### src/rtl/pidsl_pkg.sv
// ----------------------------------------------------------------------------
// pidsl_pkg: shared types and constants of the PID controller
// Field widths, register indexes, serial unit widths and fixed divisors.
// ----------------------------------------------------------------------------
package pidsl_pkg;

  // default sizing of the integral accumulator
  localparam int INTEGRAL_BITS_DEF = 48;
  localparam int FRAC_BITS_DEF     = 16;

  // item and register field widths
  localparam int POS_W      = 16;
  localparam int DT_W       = 16;
  localparam int GAIN_W     = 24;
  localparam int OLIM_W     = 15;
  localparam int SLEW_W     = 16;
  localparam int ILIM_W     = 31;
  localparam int DRIVE_W    = 24;
  localparam int ERR_W      = 18;
  localparam int SLOPE_W    = 40;
  localparam int CFG_IDX_W  = 3;
  localparam int CFG_DATA_W = 31;

  // configuration register indexes
  localparam logic [CFG_IDX_W-1:0] CFG_GAIN_P     = 3'd0;
  localparam logic [CFG_IDX_W-1:0] CFG_GAIN_I     = 3'd1;
  localparam logic [CFG_IDX_W-1:0] CFG_GAIN_D     = 3'd2;
  localparam logic [CFG_IDX_W-1:0] CFG_OUT_LIMIT  = 3'd3;
  localparam logic [CFG_IDX_W-1:0] CFG_SLEW       = 3'd4;
  localparam logic [CFG_IDX_W-1:0] CFG_INT_LIMIT  = 3'd5;

  // serial arithmetic unit widths: dividend/multiplicand, divisor/multiplier, product
  localparam int ALU_A_W = 64;
  localparam int ALU_B_W = 24;
  localparam int ALU_P_W = ALU_A_W + ALU_B_W;

  // fixed divisors and rounding offsets
  localparam int DIV_MS       = 1000;
  localparam int HALF_MS      = 500;
  localparam int DECAY_DIV    = 10;
  localparam int DECAY_HALF   = 5;
  localparam int SLOPE_DIV    = 5;
  localparam int SLOPE_HALF   = 2;
  localparam int ITERM_CAP_LG = 60;

  typedef enum logic {ALU_MUL, ALU_DIV} alu_op_t;

  typedef struct packed {
    logic    start;
    alu_op_t op;
  } alu_cmd_t;

endpackage

### src/rtl/pidsl_serial_alu.sv
// ----------------------------------------------------------------------------
// pidsl_serial_alu: bit-serial multiplier and restoring divider
// One multiplier bit or one quotient bit per cycle, shared by all steps.
// ----------------------------------------------------------------------------
module pidsl_serial_alu
  import pidsl_pkg::*;
(
  input  logic               clk,
  input  logic               rst_n,
  input  alu_cmd_t           cmd,
  input  logic [ALU_A_W-1:0] opa,
  input  logic [ALU_B_W-1:0] opb,
  output logic               busy,
  output logic [ALU_P_W-1:0] res
);

  localparam int CNT_W = $clog2(ALU_A_W + 1);

  logic               busy_r, busy_nxt;
  alu_op_t            op_r, op_nxt;
  logic [CNT_W-1:0]   cnt_r, cnt_nxt;
  logic [ALU_P_W-1:0] acc_r, acc_nxt;
  logic [ALU_P_W-1:0] sh_r, sh_nxt;
  logic [ALU_B_W-1:0] b_r, b_nxt;
  logic [ALU_B_W-1:0] rem_r, rem_nxt;
  logic [ALU_B_W:0]   rem_sh, rem_diff;
  logic               rem_ge;

  // partial remainder with next dividend bit shifted in
  assign rem_sh   = {rem_r, sh_r[ALU_A_W-1]};
  assign rem_ge   = rem_sh >= {1'b0, b_r};
  assign rem_diff = rem_sh - {1'b0, b_r};

  always_comb begin
    busy_nxt = busy_r;
    op_nxt   = op_r;
    cnt_nxt  = cnt_r;
    acc_nxt  = acc_r;
    sh_nxt   = sh_r;
    b_nxt    = b_r;
    rem_nxt  = rem_r;
    if (cmd.start) begin
      busy_nxt = 1'b1;
      op_nxt   = cmd.op;
      acc_nxt  = '0;
      sh_nxt   = ALU_P_W'(opa);
      b_nxt    = opb;
      rem_nxt  = '0;
      cnt_nxt  = (cmd.op == ALU_MUL) ? CNT_W'(ALU_B_W) : CNT_W'(ALU_A_W);
    end else if (busy_r) begin
      case (op_r)
        ALU_MUL: begin
          // shift-add, multiplier LSB first
          if (b_r[0]) begin
            acc_nxt = acc_r + sh_r;
          end
          sh_nxt = sh_r << 1;
          b_nxt  = b_r >> 1;
        end
        ALU_DIV: begin
          // restoring step, quotient bits shift in at the bottom
          rem_nxt = rem_ge ? rem_diff[ALU_B_W-1:0] : rem_sh[ALU_B_W-1:0];
          sh_nxt  = {sh_r[ALU_P_W-2:0], rem_ge};
        end
        default: begin
          sh_nxt = sh_r;
        end
      endcase
      cnt_nxt = cnt_r - CNT_W'(1);
      if (cnt_r == CNT_W'(1)) begin
        busy_nxt = 1'b0;
      end
    end
  end

  always_ff @(posedge clk) begin
    if (!rst_n) begin
      busy_r <= 1'b0;
      op_r   <= ALU_MUL;
      cnt_r  <= '0;
    end else begin
      busy_r <= busy_nxt;
      op_r   <= op_nxt;
      cnt_r  <= cnt_nxt;
    end
  end

  always_ff @(posedge clk) begin
    acc_r <= acc_nxt;
    sh_r  <= sh_nxt;
    b_r   <= b_nxt;
    rem_r <= rem_nxt;
  end

  assign busy = busy_r;
  assign res  = (op_r == ALU_MUL) ? acc_r : ALU_P_W'(sh_r[ALU_A_W-1:0]);

endmodule

### src/rtl/pid_antiwindup_slew_limited_unit.sv
// ----------------------------------------------------------------------------
// pid_antiwindup_slew_limited_unit: PID position controller
// Clamped integral with decay, filtered derivative, output clamp and slew.
// ----------------------------------------------------------------------------
// Usage:
//   Input items (in_valid/in_ready) carry setpoint, measured, elapsed_ms and
//   restart. Each item gives one drive item on out_valid/out_ready.
//   Gains and limits are written on the cfg_we/cfg_index/cfg_wdata port;
//   the user must write them only while the block is idle (not enforced).
//   One item at a time: a new item is taken only once the previous one has
//   left the sequencer. All arithmetic runs through one bit-serial unit:
//   five multiplies and three to five divides per update. The divides are
//   the integral increment, decay, derivative, filter and slew step. A
//   first update after reset or restart skips the arithmetic and goes
//   straight to S_OUT, which sends 0 once the output register is free.
//   The result sits in an output register, so the next item can be accepted
//   while it waits; if the receiver stalls, the following result holds in
//   the sequencer until the register frees up.
//   Reset (synchronous, active low) clears configuration registers and controller state;
//   the next item is then a first update.
// ----------------------------------------------------------------------------
module pid_antiwindup_slew_limited_unit
  import pidsl_pkg::*;
#(
  parameter int INTEGRAL_BITS = INTEGRAL_BITS_DEF,
  parameter int FRAC_BITS     = FRAC_BITS_DEF
) (
  input  logic                      clk,
  input  logic                      rst_n,
  input  logic                      cfg_we,
  input  logic [CFG_IDX_W-1:0]      cfg_index,
  input  logic [CFG_DATA_W-1:0]     cfg_wdata,
  input  logic                      in_valid,
  output logic                      in_ready,
  input  logic signed [POS_W-1:0]   in_setpoint,
  input  logic signed [POS_W-1:0]   in_measured,
  input  logic [DT_W-1:0]           in_elapsed_ms,
  input  logic                      in_restart,
  output logic                      out_valid,
  input  logic                      out_ready,
  output logic signed [DRIVE_W-1:0] out_drive
);

  localparam int IB     = INTEGRAL_BITS;
  localparam int ISUM_W = 66;
  localparam int INC_W  = 48;
  localparam int PMAG_W = GAIN_W + 17;
  localparam int IMAG_W = ITERM_CAP_LG + 1;
  localparam int X_W    = SLOPE_W + 2;
  localparam int SUM_W  = 63;
  localparam int DMAG_W = 57;
  localparam int SLW_W  = DRIVE_W + 9;

  localparam logic [ISUM_W-1:0] IMAX =
    {{(ISUM_W - IB + 1){1'b0}}, {(IB - 1){1'b1}}};
  localparam logic [ISUM_W-1:0] IMIN = ~IMAX;
  localparam logic [ALU_P_W-1:0] ITERM_CAP = ALU_P_W'(1) << ITERM_CAP_LG;
  localparam logic [ALU_P_W-1:0] IHALF = ALU_P_W'(1) << (FRAC_BITS - 1);

  typedef enum logic [3:0] {
    S_IDLE, S_P, S_ED, S_INC, S_INTEG, S_DECAY, S_IMUL, S_RAW,
    S_SLOPE, S_DMUL, S_SUM, S_CLAMP, S_STEP, S_SLEW, S_OUT
  } state_t;

  state_t state_r, state_nxt;

  // configuration registers
  logic [GAIN_W-1:0] gain_p_r, gain_i_r, gain_d_r;
  logic [OLIM_W-1:0] olim_r;
  logic [SLEW_W-1:0] slew_r;
  logic [ILIM_W-1:0] ilim_r;

  // controller state
  logic               armed_r, armed_nxt;
  logic [IB-1:0]      integ_r, integ_nxt;
  logic [ERR_W-1:0]   last_err_r, last_err_nxt;
  logic [SLOPE_W-1:0] slope_r, slope_nxt;
  logic [DRIVE_W-1:0] last_drive_r, last_drive_nxt;
  logic               out_valid_r, out_valid_nxt;
  logic [DRIVE_W-1:0] out_drive_r, out_drive_nxt;

  // per-item working registers
  logic [DT_W-1:0]    dt_r, dt_nxt;
  logic [ERR_W-1:0]   err_r, err_nxt;
  logic [PMAG_W-1:0]  p_mag_r, p_mag_nxt;
  logic [IMAG_W-1:0]  imag_r, imag_nxt;
  logic               x_neg_r, x_neg_nxt;
  logic [SUM_W-1:0]   sum_r, sum_nxt;
  logic [DRIVE_W-1:0] o_r, o_nxt;
  logic [DRIVE_W-1:0] res_r, res_nxt;

  // serial unit
  alu_cmd_t           alu_cmd;
  logic [ALU_A_W-1:0] alu_a;
  logic [ALU_B_W-1:0] alu_b;
  logic               alu_busy;
  logic [ALU_P_W-1:0] alu_res;

  pidsl_serial_alu u_alu (
    .clk   (clk),
    .rst_n (rst_n),
    .cmd   (alu_cmd),
    .opa   (alu_a),
    .opb   (alu_b),
    .busy  (alu_busy),
    .res   (alu_res)
  );

  // error magnitude and sign
  logic              err_neg;
  logic [ERR_W-1:0]  err_abs;
  logic [16:0]       err_mag;
  assign err_neg = err_r[ERR_W-1];
  assign err_abs = err_neg ? -err_r : err_r;
  assign err_mag = err_abs[16:0];

  // integral update: saturating add, then clamp when gain_i is set
  logic [INC_W-1:0]  inc_mag;
  logic [ISUM_W-1:0] inc_u, inc_v, integ_x, isum, isat, il, il_n, iclamp;
  logic [IB-1:0]     ival, ival_mag, integ_mag, decay_mag;
  logic              decay_req;
  assign inc_mag  = alu_res[INC_W-1:0];
  assign inc_u    = ISUM_W'(inc_mag);
  assign inc_v    = err_neg ? -inc_u : inc_u;
  assign integ_x  = {{(ISUM_W - IB){integ_r[IB-1]}}, integ_r};
  assign isum     = integ_x + inc_v;
  assign isat     = ($signed(isum) > $signed(IMAX)) ? IMAX :
                    (($signed(isum) < $signed(IMIN)) ? IMIN : isum);
  assign il       = ISUM_W'(ilim_r) << FRAC_BITS;
  assign il_n     = -il;
  assign iclamp   = (gain_i_r == '0) ? isat :
                    (($signed(isat) > $signed(il)) ? il :
                     (($signed(isat) < $signed(il_n)) ? il_n : isat));
  assign ival     = iclamp[IB-1:0];
  assign ival_mag = ival[IB-1] ? -ival : ival;
  assign decay_req = (gain_i_r != '0) && (p_mag_r > (PMAG_W'(olim_r) << 16));
  assign integ_mag = integ_r[IB-1] ? -integ_r : integ_r;
  assign decay_mag = integ_mag - alu_res[IB-1:0];

  // integral term, rounded and capped
  logic [ALU_P_W-1:0] iround, ishift;
  logic [IMAG_W-1:0]  imag_v;
  assign iround = alu_res + IHALF;
  assign ishift = iround >> FRAC_BITS;
  assign imag_v = (ishift > ITERM_CAP) ? ITERM_CAP[IMAG_W-1:0] : ishift[IMAG_W-1:0];

  // derivative numerator: |de| * 256000 + dt/2
  logic [ERR_W:0]     de_v, de_abs;
  logic               de_neg;
  logic [ERR_W-1:0]   de_mag;
  logic [27:0]        de_k;
  logic [ALU_A_W-1:0] raw_num;
  assign de_v    = {err_r[ERR_W-1], err_r} - {last_err_r[ERR_W-1], last_err_r};
  assign de_neg  = de_v[ERR_W];
  assign de_abs  = de_neg ? -de_v : de_v;
  assign de_mag  = de_abs[ERR_W-1:0];
  assign de_k    = (28'(de_mag) << 10) - (28'(de_mag) << 4) - (28'(de_mag) << 3);
  assign raw_num = (ALU_A_W'(de_k) << 8) + ALU_A_W'(dt_r >> 1);

  // low-pass input: 4*raw + old slope
  logic [35:0]    raw_mag;
  logic [X_W-1:0] raw_u, raw_v, x_v, x_abs;
  logic           x_neg_v;
  assign raw_mag = (dt_r != '0) ? alu_res[35:0] : '0;
  assign raw_u   = X_W'(raw_mag);
  assign raw_v   = de_neg ? -raw_u : raw_u;
  assign x_v     = (raw_v << 2) + {{(X_W - SLOPE_W){slope_r[SLOPE_W-1]}}, slope_r};
  assign x_neg_v = x_v[X_W-1];
  assign x_abs   = x_neg_v ? -x_v : x_v;

  logic [SLOPE_W-1:0] slope_q;
  assign slope_q = alu_res[SLOPE_W-1:0];

  // term sum
  logic [64:0]       dsum;
  logic [DMAG_W-1:0] d_mag;
  logic [SUM_W-1:0]  d_u, d_v, p_u, p_v, i_u, i_v;
  assign dsum  = {1'b0, alu_res[63:0]} + 65'd128;
  assign d_mag = dsum[64:8];
  assign d_u   = SUM_W'(d_mag);
  assign d_v   = slope_r[SLOPE_W-1] ? -d_u : d_u;
  assign p_u   = SUM_W'(p_mag_r);
  assign p_v   = err_neg ? -p_u : p_u;
  assign i_u   = SUM_W'(imag_r);
  assign i_v   = integ_r[IB-1] ? -i_u : i_u;

  // output clamp and Q15.8 rounding
  logic [SUM_W-1:0]   lim_s, lim_n, c_v, c_abs;
  logic               c_neg;
  logic [31:0]        c_rnd;
  logic [DRIVE_W-1:0] o_mag;
  assign lim_s = SUM_W'(olim_r) << 16;
  assign lim_n = -lim_s;
  assign c_v   = ($signed(sum_r) > $signed(lim_s)) ? lim_s :
                 (($signed(sum_r) < $signed(lim_n)) ? lim_n : sum_r);
  assign c_neg = c_v[SUM_W-1];
  assign c_abs = c_neg ? -c_v : c_v;
  assign c_rnd = c_abs[31:0] + 32'd128;
  assign o_mag = c_rnd[31:8];

  // slew limit
  logic [SLW_W-1:0] step_v, step_n, chg, last_x, up_v, dn_v;
  assign step_v = SLW_W'(alu_res[30:0]);
  assign step_n = -step_v;
  assign last_x = {{(SLW_W - DRIVE_W){last_drive_r[DRIVE_W-1]}}, last_drive_r};
  assign chg    = {{(SLW_W - DRIVE_W){o_r[DRIVE_W-1]}}, o_r} - last_x;
  assign up_v   = last_x + step_v;
  assign dn_v   = last_x - step_v;

  // sequencer
  always_comb begin
    state_nxt      = state_r;
    armed_nxt      = armed_r;
    integ_nxt      = integ_r;
    last_err_nxt   = last_err_r;
    slope_nxt      = slope_r;
    last_drive_nxt = last_drive_r;
    out_valid_nxt  = out_valid_r;
    out_drive_nxt  = out_drive_r;
    dt_nxt         = dt_r;
    err_nxt        = err_r;
    p_mag_nxt      = p_mag_r;
    imag_nxt       = imag_r;
    x_neg_nxt      = x_neg_r;
    sum_nxt        = sum_r;
    o_nxt          = o_r;
    res_nxt        = res_r;
    alu_cmd        = '{start: 1'b0, op: ALU_MUL};
    alu_a          = '0;
    alu_b          = '0;

    if (out_valid_r && out_ready) begin
      out_valid_nxt = 1'b0;
    end

    case (state_r)
      S_IDLE: begin
        if (in_valid) begin
          dt_nxt  = in_elapsed_ms;
          err_nxt = {{2{in_setpoint[POS_W-1]}}, in_setpoint}
                  - {{2{in_measured[POS_W-1]}}, in_measured};
          if (in_restart || !armed_r) begin
            // first update: arm and answer zero
            integ_nxt      = '0;
            last_err_nxt   = '0;
            slope_nxt      = '0;
            last_drive_nxt = '0;
            armed_nxt      = 1'b1;
            res_nxt        = '0;
            state_nxt      = S_OUT;
          end else begin
            state_nxt = S_P;
          end
        end
      end
      S_P: begin
        alu_cmd   = '{start: 1'b1, op: ALU_MUL};
        alu_a     = ALU_A_W'(err_mag);
        alu_b     = gain_p_r;
        state_nxt = S_ED;
      end
      S_ED: begin
        if (!alu_busy) begin
          p_mag_nxt = alu_res[PMAG_W-1:0];
          alu_cmd   = '{start: 1'b1, op: ALU_MUL};
          alu_a     = ALU_A_W'(err_mag);
          alu_b     = ALU_B_W'(dt_r);
          state_nxt = S_INC;
        end
      end
      S_INC: begin
        // integral increment: |err|*dt*2^F / 1000, rounded
        if (!alu_busy) begin
          alu_cmd   = '{start: 1'b1, op: ALU_DIV};
          alu_a     = (ALU_A_W'(alu_res[32:0]) << FRAC_BITS) + ALU_A_W'(HALF_MS);
          alu_b     = ALU_B_W'(DIV_MS);
          state_nxt = S_INTEG;
        end
      end
      S_INTEG: begin
        if (!alu_busy) begin
          integ_nxt = ival;
          if (decay_req) begin
            alu_cmd   = '{start: 1'b1, op: ALU_DIV};
            alu_a     = ALU_A_W'(ival_mag) + ALU_A_W'(DECAY_HALF);
            alu_b     = ALU_B_W'(DECAY_DIV);
            state_nxt = S_DECAY;
          end else begin
            state_nxt = S_IMUL;
          end
        end
      end
      S_DECAY: begin
        // magnitude shrinks by a rounded tenth
        if (!alu_busy) begin
          integ_nxt = integ_r[IB-1] ? -decay_mag : decay_mag;
          state_nxt = S_IMUL;
        end
      end
      S_IMUL: begin
        alu_cmd   = '{start: 1'b1, op: ALU_MUL};
        alu_a     = ALU_A_W'(integ_mag);
        alu_b     = gain_i_r;
        state_nxt = S_RAW;
      end
      S_RAW: begin
        if (!alu_busy) begin
          imag_nxt = imag_v;
          if (dt_r != '0) begin
            alu_cmd = '{start: 1'b1, op: ALU_DIV};
            alu_a   = raw_num;
            alu_b   = ALU_B_W'(dt_r);
          end
          state_nxt = S_SLOPE;
        end
      end
      S_SLOPE: begin
        if (!alu_busy) begin
          x_neg_nxt = x_neg_v;
          alu_cmd   = '{start: 1'b1, op: ALU_DIV};
          alu_a     = ALU_A_W'(x_abs) + ALU_A_W'(SLOPE_HALF);
          alu_b     = ALU_B_W'(SLOPE_DIV);
          state_nxt = S_DMUL;
        end
      end
      S_DMUL: begin
        if (!alu_busy) begin
          slope_nxt = x_neg_r ? -slope_q : slope_q;
          alu_cmd   = '{start: 1'b1, op: ALU_MUL};
          alu_a     = ALU_A_W'(slope_q);
          alu_b     = gain_d_r;
          state_nxt = S_SUM;
        end
      end
      S_SUM: begin
        if (!alu_busy) begin
          sum_nxt   = p_v + i_v + d_v;
          state_nxt = S_CLAMP;
        end
      end
      S_CLAMP: begin
        o_nxt     = c_neg ? -o_mag : o_mag;
        alu_cmd   = '{start: 1'b1, op: ALU_MUL};
        alu_a     = ALU_A_W'(slew_r);
        alu_b     = ALU_B_W'(dt_r);
        state_nxt = S_STEP;
      end
      S_STEP: begin
        // largest step: slew*dt*256 / 1000, rounded
        if (!alu_busy) begin
          alu_cmd   = '{start: 1'b1, op: ALU_DIV};
          alu_a     = (ALU_A_W'(alu_res[31:0]) << 8) + ALU_A_W'(HALF_MS);
          alu_b     = ALU_B_W'(DIV_MS);
          state_nxt = S_SLEW;
        end
      end
      S_SLEW: begin
        if (!alu_busy) begin
          if ($signed(chg) > $signed(step_v)) begin
            res_nxt = up_v[DRIVE_W-1:0];
          end else if ($signed(chg) < $signed(step_n)) begin
            res_nxt = dn_v[DRIVE_W-1:0];
          end else begin
            res_nxt = o_r;
          end
          last_drive_nxt = res_nxt;
          last_err_nxt   = err_r;
          state_nxt      = S_OUT;
        end
      end
      S_OUT: begin
        if (!out_valid_r || out_ready) begin
          out_valid_nxt = 1'b1;
          out_drive_nxt = res_r;
          state_nxt     = S_IDLE;
        end
      end
      default: begin
        state_nxt = S_IDLE;
      end
    endcase
  end

  // control, configuration and controller state
  always_ff @(posedge clk) begin
    if (!rst_n) begin
      state_r      <= S_IDLE;
      armed_r      <= 1'b0;
      integ_r      <= '0;
      last_err_r   <= '0;
      slope_r      <= '0;
      last_drive_r <= '0;
      out_valid_r  <= 1'b0;
      out_drive_r  <= '0;
      gain_p_r     <= '0;
      gain_i_r     <= '0;
      gain_d_r     <= '0;
      olim_r       <= '0;
      slew_r       <= '0;
      ilim_r       <= '0;
    end else begin
      state_r      <= state_nxt;
      armed_r      <= armed_nxt;
      integ_r      <= integ_nxt;
      last_err_r   <= last_err_nxt;
      slope_r      <= slope_nxt;
      last_drive_r <= last_drive_nxt;
      out_valid_r  <= out_valid_nxt;
      out_drive_r  <= out_drive_nxt;
      if (cfg_we) begin
        case (cfg_index)
          CFG_GAIN_P:    gain_p_r <= cfg_wdata[GAIN_W-1:0];
          CFG_GAIN_I:    gain_i_r <= cfg_wdata[GAIN_W-1:0];
          CFG_GAIN_D:    gain_d_r <= cfg_wdata[GAIN_W-1:0];
          CFG_OUT_LIMIT: olim_r   <= cfg_wdata[OLIM_W-1:0];
          CFG_SLEW:      slew_r   <= cfg_wdata[SLEW_W-1:0];
          CFG_INT_LIMIT: ilim_r   <= cfg_wdata[ILIM_W-1:0];
          default:       gain_p_r <= gain_p_r;
        endcase
      end
    end
  end

  // per-item working registers
  always_ff @(posedge clk) begin
    dt_r    <= dt_nxt;
    err_r   <= err_nxt;
    p_mag_r <= p_mag_nxt;
    imag_r  <= imag_nxt;
    x_neg_r <= x_neg_nxt;
    sum_r   <= sum_nxt;
    o_r     <= o_nxt;
    res_r   <= res_nxt;
  end

  assign in_ready  = (state_r == S_IDLE);
  assign out_valid = out_valid_r;
  assign out_drive = out_drive_r;

`ifndef NO_ASSERTIONS
  a_idle_alu_free: assert property (@(posedge clk) disable iff (!rst_n)
    state_r == S_IDLE |-> !alu_busy)
    else $error("serial unit busy while sequencer idle");

  a_start_when_free: assert property (@(posedge clk) disable iff (!rst_n)
    alu_cmd.start |-> !alu_busy)
    else $error("serial unit started while busy");

  a_restart_zero: assert property (@(posedge clk) disable iff (!rst_n)
    in_valid && in_ready && in_restart |=> state_r == S_OUT && res_r == '0)
    else $error("restart item did not answer zero");

  a_armed_in_compute: assert property (@(posedge clk) disable iff (!rst_n)
    state_r != S_IDLE && state_r != S_OUT |-> armed_r)
    else $error("update computed while not armed");
`endif

endmodule

### config.mk
export PLATFORM = sky130hd
export DESIGN_NAME = pid_antiwindup_slew_limited_unit
export DESIGN_NICKNAME = d
export VERILOG_FILES = /design/src/rtl/pidsl_pkg.sv /design/src/rtl/pidsl_serial_alu.sv /design/src/rtl/pid_antiwindup_slew_limited_unit.sv
export SDC_FILE = /design/constraint.sdc
export NUM_CORES = 2
export LEC_CHECK = 0
export BUFFER_PORTS_ARGS = -buffer_cell sky130_fd_sc_hd__buf_2
export CELL_PAD_IN_SITES_DETAIL_PLACEMENT = 1
export CELL_PAD_IN_SITES_GLOBAL_PLACEMENT = 1
export CORE_UTILIZATION = 50
export DETAILED_ROUTE_END_ITERATION = 8
export GPL_ROUTABILITY_DRIVEN = 0
export MAX_ROUTING_LAYER = met4
export PLACE_DENSITY = 0.83
export SLEW_MARGIN = 40
export SYNTH_ARGS = -nofsm -noshare
export SYNTH_HDL_FRONTEND = slang
export SYNTH_SLANG_ARGS = --single-unit
### constraint.sdc
create_clock -name clk -period 24 [get_ports clk]
set_clock_uncertainty 0.15 [all_clocks]
set_input_delay 1.2 -clock clk [delete_from_list [all_inputs] [get_ports clk]]
set_output_delay 1.2 -clock clk [all_outputs]
set_load 0.005 [all_outputs]
**Word level (Yosys, flattened, before mapping)**

Cells that the tools add are included.
Widths: inputs -> output; s select.

- Logic and storage cells: 255
- Output and inout bits: 26
- Bits in registers: 774
- Bits of input ports: 88

- Reduce and logical (&&, ||, !) cells: 39
- $add $sub $neg: 40
- Equality and inequality tests: 34
- Muxes and demuxes: 99
- Bitwise logic cells: 2
- Magnitude comparators: 11

Operator list:

| operator | count |
|---|---|
| $pmux 50 s10 | 1 |
| $mux 48 | 10 |
| $mux 63 | 5 |
| $mux 24 | 11 |
| $mux 40 | 6 |
| $pmux 24 s9 | 1 |
| $mux 66 | 3 |
| $pmux 88 s2 | 1 |
| $neg 48->48 | 3 |
| $pmux 48 s3 | 1 |
| $mux 64 | 2 |
| $add 63x63->63 | 2 |
| $mux 49 | 2 |
| $add 88x16->88 const B | 1 |
| $add 88x88->88 | 1 |
| $mux 88 | 1 |
| $pmux 40 s2 | 1 |
| $mux 37 | 2 |
| $gt 72x61->1 const B | 1 |
| $mux 18 | 4 |
| $add 66x66->66 | 1 |
| $gt 66x48->1 | 1 |
| $gt 66x48->1 const B | 1 |
| $lt 66x48->1 const B | 1 |
| other kinds (84) | 162 |

**Depth between registers and ports, before layout**

- Depth in word-level cells: 18
- Gate-level depth with buffers: 83
- Gate-level depth less buffers: 59

**By module**

From an unflattened synthesis, not the netlist that was laid out.

- Cell total of the unflattened synthesis: 10868
- Area total of the unflattened synthesis: 84073.1 µm²

By module, submodules not included:

| module | times used | area each (µm²) | cells each | seq. area each (µm²) |
|---|---|---|---|---|
| pid_antiwindup_slew_limited_unit | 1 | 67647.4 | 8943 | 13282.7 |
| pidsl_serial_alu | 1 | 16425.8 | 1925 | 5545.3 |

**Least setup slack after synthesis**

OpenSTA, ideal clock, no wires.

- Path type: reg-to-reg
- Start: register u_alu.op_r
- End: register u_alu.sh_r[41] (data pin)
- Path buffers: 26
- Cell stages (with the launch flop): 79
- Setup slack: 5471 ps
- Data arrival time: 18243 ps
- Period minus slack after synthesis: 18529 ps
- Library setup time: 136 ps
- Required time: 23714 ps
- Cell sequence: dfxtp_1 buf_6 buf_12 buf_6 buf_6 buf_6 buf_2 buf_4 buf_1 clkbuf_1 buf_1 clkbuf_1 clkbuf_1 mux2i_1 ha_1 nand2_1 nor2_1 nand4_1 [43 not listed] o211ai_1 buf_2 clkbuf_1 o21ai_0 ha_1 inv_1 nor3_1 or2_2 a21oi_2 mux2i_1 a2111oi_0 and4_1 or3b_1 nor2b_1 buf_2 nand4_1 or4_1 nand3_1

- Longest elaborated chain between the ends: 18
- Elaborated cells between the ends (all ways): 30
- Classes of those cells: add/sub (9); order compare (4); mux (17)

RTL lines:

| item | RTL line | source |
|---|---|---|
| from (decl) | pidsl_serial_alu.sv:20 | `alu_op_t op_r, op_nxt;` |
| from (signal assigned) | pidsl_serial_alu.sv:83 | `op_r <= op_nxt;` |
| $mux 88 (*) | pidsl_serial_alu.sv:96 | `assign res = (op_r == ALU_MUL) ? acc_r : ALU_P_W'(sh_r[ALU_A_W-1:0]);` |
| $neg 48->66 | pid_antiwindup_slew_limited_unit.sv:124 | `assign inc_v = err_neg ? -inc_u : inc_u;` |
| $mux 66 | pid_antiwindup_slew_limited_unit.sv:124 |  |
| $add 66x66->66 | pid_antiwindup_slew_limited_unit.sv:126 | `assign isum = integ_x + inc_v;` |
| $lt 66x48->1 | pid_antiwindup_slew_limited_unit.sv:128 | `(($signed(isum) < $signed(IMIN)) ? IMIN : isum);` |
| $mux 66 | pid_antiwindup_slew_limited_unit.sv:128 |  |
| $mux 66 | pid_antiwindup_slew_limited_unit.sv:127 | `assign isat = ($signed(isum) > $signed(IMAX)) ? IMAX :` |
| $lt 66x66->1 | pid_antiwindup_slew_limited_unit.sv:133 | `(($signed(isat) < $signed(il_n)) ? il_n : isat));` |
| [3 not listed] | - |  |
| $neg 48->48 | pid_antiwindup_slew_limited_unit.sv:135 | `assign ival_mag = ival[IB-1] ? -ival : ival;` |
| $mux 48 | pid_antiwindup_slew_limited_unit.sv:135 |  |
| $add 48x3->49 | pid_antiwindup_slew_limited_unit.sv:285 | `alu_a = ALU_A_W'(ival_mag) + ALU_A_W'(DECAY_HALF);` |
| $mux 49 | pid_antiwindup_slew_limited_unit.sv:283 | `if (decay_req) begin` |
| $mux 49 | pid_antiwindup_slew_limited_unit.sv:281 | `if (!alu_busy) begin` |
| $pmux 50 s10 (*) | pid_antiwindup_slew_limited_unit.sv:236 | `case (state_r)` |
| $mux 64 (*) | pidsl_serial_alu.sv:42 | `if (cmd.start) begin` |
| named net u_alu.sh_nxt[41] | pidsl_serial_alu.sv:23 | `logic [ALU_P_W-1:0] sh_r, sh_nxt;` |
| to (signal assigned) | pidsl_serial_alu.sv:90 | `sh_r <= sh_nxt;` |
| to (decl) | pidsl_serial_alu.sv:23 |  |

Mark *: on every way through the listed nets, which the timed path passes. The rest lies on a longest branch.
A chain may end at the register's enable or synchronous reset.

**Worst setup path in the final report**

- Start: register u_alu.op_r
- End: register u_alu.sh_r[41] (data pin)

- Longest elaborated chain between the ends: 18
- Elaborated cells between the ends (all ways): 30
- Classes of those cells: add/sub (9); order compare (4); mux (17)

RTL lines:

| item | RTL line | source |
|---|---|---|
| $mux 88 (*) | pidsl_serial_alu.sv:96 |  |
| named net alu_res[8] | pid_antiwindup_slew_limited_unit.sv:97 | `logic [ALU_P_W-1:0] alu_res;` |
| $neg 48->66 | pid_antiwindup_slew_limited_unit.sv:124 |  |
| $mux 66 | pid_antiwindup_slew_limited_unit.sv:124 |  |
| $add 66x66->66 | pid_antiwindup_slew_limited_unit.sv:126 |  |
| $lt 66x48->1 | pid_antiwindup_slew_limited_unit.sv:128 |  |
| $mux 66 | pid_antiwindup_slew_limited_unit.sv:128 |  |
| $mux 66 | pid_antiwindup_slew_limited_unit.sv:127 |  |
| [4 not listed] | - |  |
| $neg 48->48 | pid_antiwindup_slew_limited_unit.sv:135 |  |
| $mux 48 | pid_antiwindup_slew_limited_unit.sv:135 |  |
| $add 48x3->49 | pid_antiwindup_slew_limited_unit.sv:285 |  |
| $mux 49 | pid_antiwindup_slew_limited_unit.sv:283 |  |
| $mux 49 | pid_antiwindup_slew_limited_unit.sv:281 |  |
| $pmux 50 s10 (*) | pid_antiwindup_slew_limited_unit.sv:236 |  |
| $mux 64 (*) | pidsl_serial_alu.sv:42 |  |
| named net u_alu.sh_nxt[41] | pidsl_serial_alu.sv:23 |  |

Marks and branches as above.

==> metrics list <==
* Result of the run: complete, but fails checks
- The final reports fail on design-rule violations.
- The die is 409 um wide.
* Hold-fix buffers at CTS: 0
- Summed over all instances, the cell type with the most area after synthesis is edfxtp_1.
* # Post-CTS Setup Buffers: 0
* Number of gates given a new drive strength after cts: 0
- Combined area of the multi-input logic cells: 60900 um2
- After the first detailed-routing iteration, the DRC count stood at around 11000.
- Counting both buffers and inverters, the worst setup path holds a total of 6.
* Vias after detailed routing: just under 90000
- Remaining global-route overflow: 0
- The post-route netlist has under 10% of its cells at a drive strength greater than 1.
* Setup violators final: 0
- Clock-pin slew on the worst setup and hold paths: ~0.06 ns
- Initial antenna violation count: between 40 and 50
- Wire length of the first global-routing pass: around 580 mm
- Entering global routing, the biggest net connects roughly 150 pins.
* Headroom to the max-slew limit: 24.6%
- Core Box Area: 164000 um2
- Full die area: between 150000 and 200000 um2
* Vias per cell: 7.00
- Adding up every negative setup slack in the final design gives 0 ns.
* Synthesis-stage register bit count: around 770
- Subtracting the final worst setup slack from the clock period gives 19.60 ns.
- The mapped netlist covers roughly 83000 um2.
* Commonest cells in the netlist: nand2_1, nor2_1, xnor2_1
- During placement, the flow inserted port buffers numbering 113.
- In the final routed layout, each cell accounts on average for approximately 31 um.
- After floorplanning, the core was divided into roughly 150 placement rows.
- Cell depth of the worst hold path: 2
* Number of fill cells: about 20000
- The worst hold path belongs to the class flip-flop to flip-flop.
* Share of synthesized flip-flops with an asynchronous set or reset: 0%
* Final cycle utilization of the critical path: 81.7%
- CP max stage delay: approximately 0.85 ns
* Post-Synthesis Net Count: between 10000 and 15000
- The number of hold-slack violations in the final timing report is 0.
- Total Routed Length: ~400 mm
- The worst setup path is launched from a flip-flop.
* Routed Antenna Nets: 0
- Total number of cells along the worst setup path: 57
- In this run the biggest area consumer among cell types represents roughly an eighth of the synthesized area.
* Slew at the pin with the worst max-slew slack: around 1.1 ns
- The net count of the finished layout is roughly 11000.
- Final HPWL from detailed placement: 303 mm
- The share of the Yosys chip area taken by registers is a little under a quarter.
* Distinct cell type count of the synthesized netlist: about 140
- Endpoint type of the worst setup path: flip-flop
* Number of buffers created by CTS: 95
* H-tree lvl count: 3
* Cell with the biggest individual delay on the critical path: dfxtp_4
- Leading cell type by number of instances after synthesis: nand2_1
* Max-cap viol count: 0
- Yosys mapped a number of flops with a built-in enable equal to 335.
- FF/Latch Area: 18800 um2
- TritonCTS built the clock tree.
- Worst-skew pair later-pin latency: roughly 0.82 ns
- IO Count: 114
- Synth Flop Type: dfxtp_1
- Number of detailed-route iterations in the first pass: 9
- CTS placed an instance of clkbuf_16 at the clock tree root.
- The kind of cell with the highest combined delay along the critical path is simple AND/OR/NAND/NOR gates.
- Total GRT Usage: between 40% and 50%
- CTS max path bufs: 3
- The worst setup path is of the flip-flop to flip-flop kind.
- Averaged over all synthesized cells, the footprint is ~7.9 um2.
* Arrival time of the worst setup path: between 20 and 25 ns
* Residual DRC count: around 160
* Biggest area contributors in the synthesized netlist: edfxtp_1, ha_1, dfxtp_1
* Depth of the most critical reg-to-reg path: between 50 and 60
- For the worst setup path, the data required time is 24.50 ns.
- Effective utilization at floorplan: roughly half
- The clock drives 773 sinks.
- Critical path fanouts, max: between 60 and 70
- Synthesis handed over a netlist of about 11000 instances.
- Layout-stage area growth over the synthesis result: 8.21%
- The final count of pins violating max slew was 0.
* Total number of yosys warnings: 0
* Max Clk Rate: 51.0 MHz
* Y dimension of the die: between 400 and 500 um
* RSZ-0062 raised after global routing: false
- The via count of the first global-routing pass was approximately 89000.
final cells by class:
cell class	instances	area share (%)
Multi-Input combinational cell	8813	68.0
Sequential cell	773	21.0
Tap cell	2175	3.04
Clock buffer	122	2.88
Timing Repair Buffer	290	2.20
Inverter	497	2.08
Clock inverter	57	0.672
Antenna cell	37	0.103
cell usage in the layout (no fill, tap or decap), drive strengths merged, types with 220 or more instances in the layout:
cell type  count
ha           707
xor2         295
nor3         231
nand2       1179
xnor2        865
nor2         912
dfxtp        438
inv          488
a21o         242
nand3        254
a21boi       220
edfxtp       335
buf          287
a21oi        726
o21ai        664
tightest hold or removal path, delay by kind of cell (launching register included):
kind             cells  cell delay [ns]
AO/OA/AOI/OAI        1             0.06
flip-flops           1             0.31
AND/OR/NAND/NOR      1             0.05
registers in the layout (all words and copies together) (netlist names), 31 cells and up:
register,cells
sum_r,63
imag_r,61
u_alu.sh_r,88
integ_r,48
u_alu.acc_r,88
ilim_r,31
slope_r,40
p_mag_r,41
worst paths after layout:
kind | startpoint | endpoint | slack, ns
worst max register to register | u_alu.op_r | u_alu.sh_r[41] | 4.40
worst min register to register | out_drive[13] | out_drive[13] | 0.31
worst min-delay path | out_drive[13] | out_drive[13] | 0.31
worst max-delay path | u_alu.op_r | u_alu.sh_r[41] | 4.40
stage by stage:
stage	utilization, %	instance area (um2)	setup WS, ns	hold WS [ns]	cells
finish	54.8	89600	4.40	0.313	12764
global route	54.8	89600	3.71	0.331	12758
CTS	54.6	89200	4.57	0.316	12719
detailed placement	52.6	86000	4.72	0.305	12540
global placement	52.5	85800	5.38	0.291	12537
floorplan	-	82800	5.47	0.275	10544
layer usage:
| metal | GRT usage [%] | wire, um | vias to the layer above |
|---|---|---|---|
| li1 | - | - | 38025 |
| met1 | 51.5 | 141000 | 43485 |
| met2 | 67.5 | 165000 | 5664 |
| met3 | 17.2 | 48100 | 2143 |
| met4 | 39.6 | 42400 | 0 |
| met5 | - | 0 | - |
cell families after synthesis:
group	after synthesis	synth area share (%)
XOR/XNOR	1161	12.3
flip-flops	773	22.7
AO/OA/AOI/OAI	2976	23.9
buffers and inverters	958	4.48
adder cells (fa/ha/maj)	792	12.7
AND/OR/NAND/NOR	3740	21.9
multiplexers	144	1.97
Power is left out: the tool's default activity adds up to more than one toggle a clock period on the data nets, which glitch-free logic cannot reach.
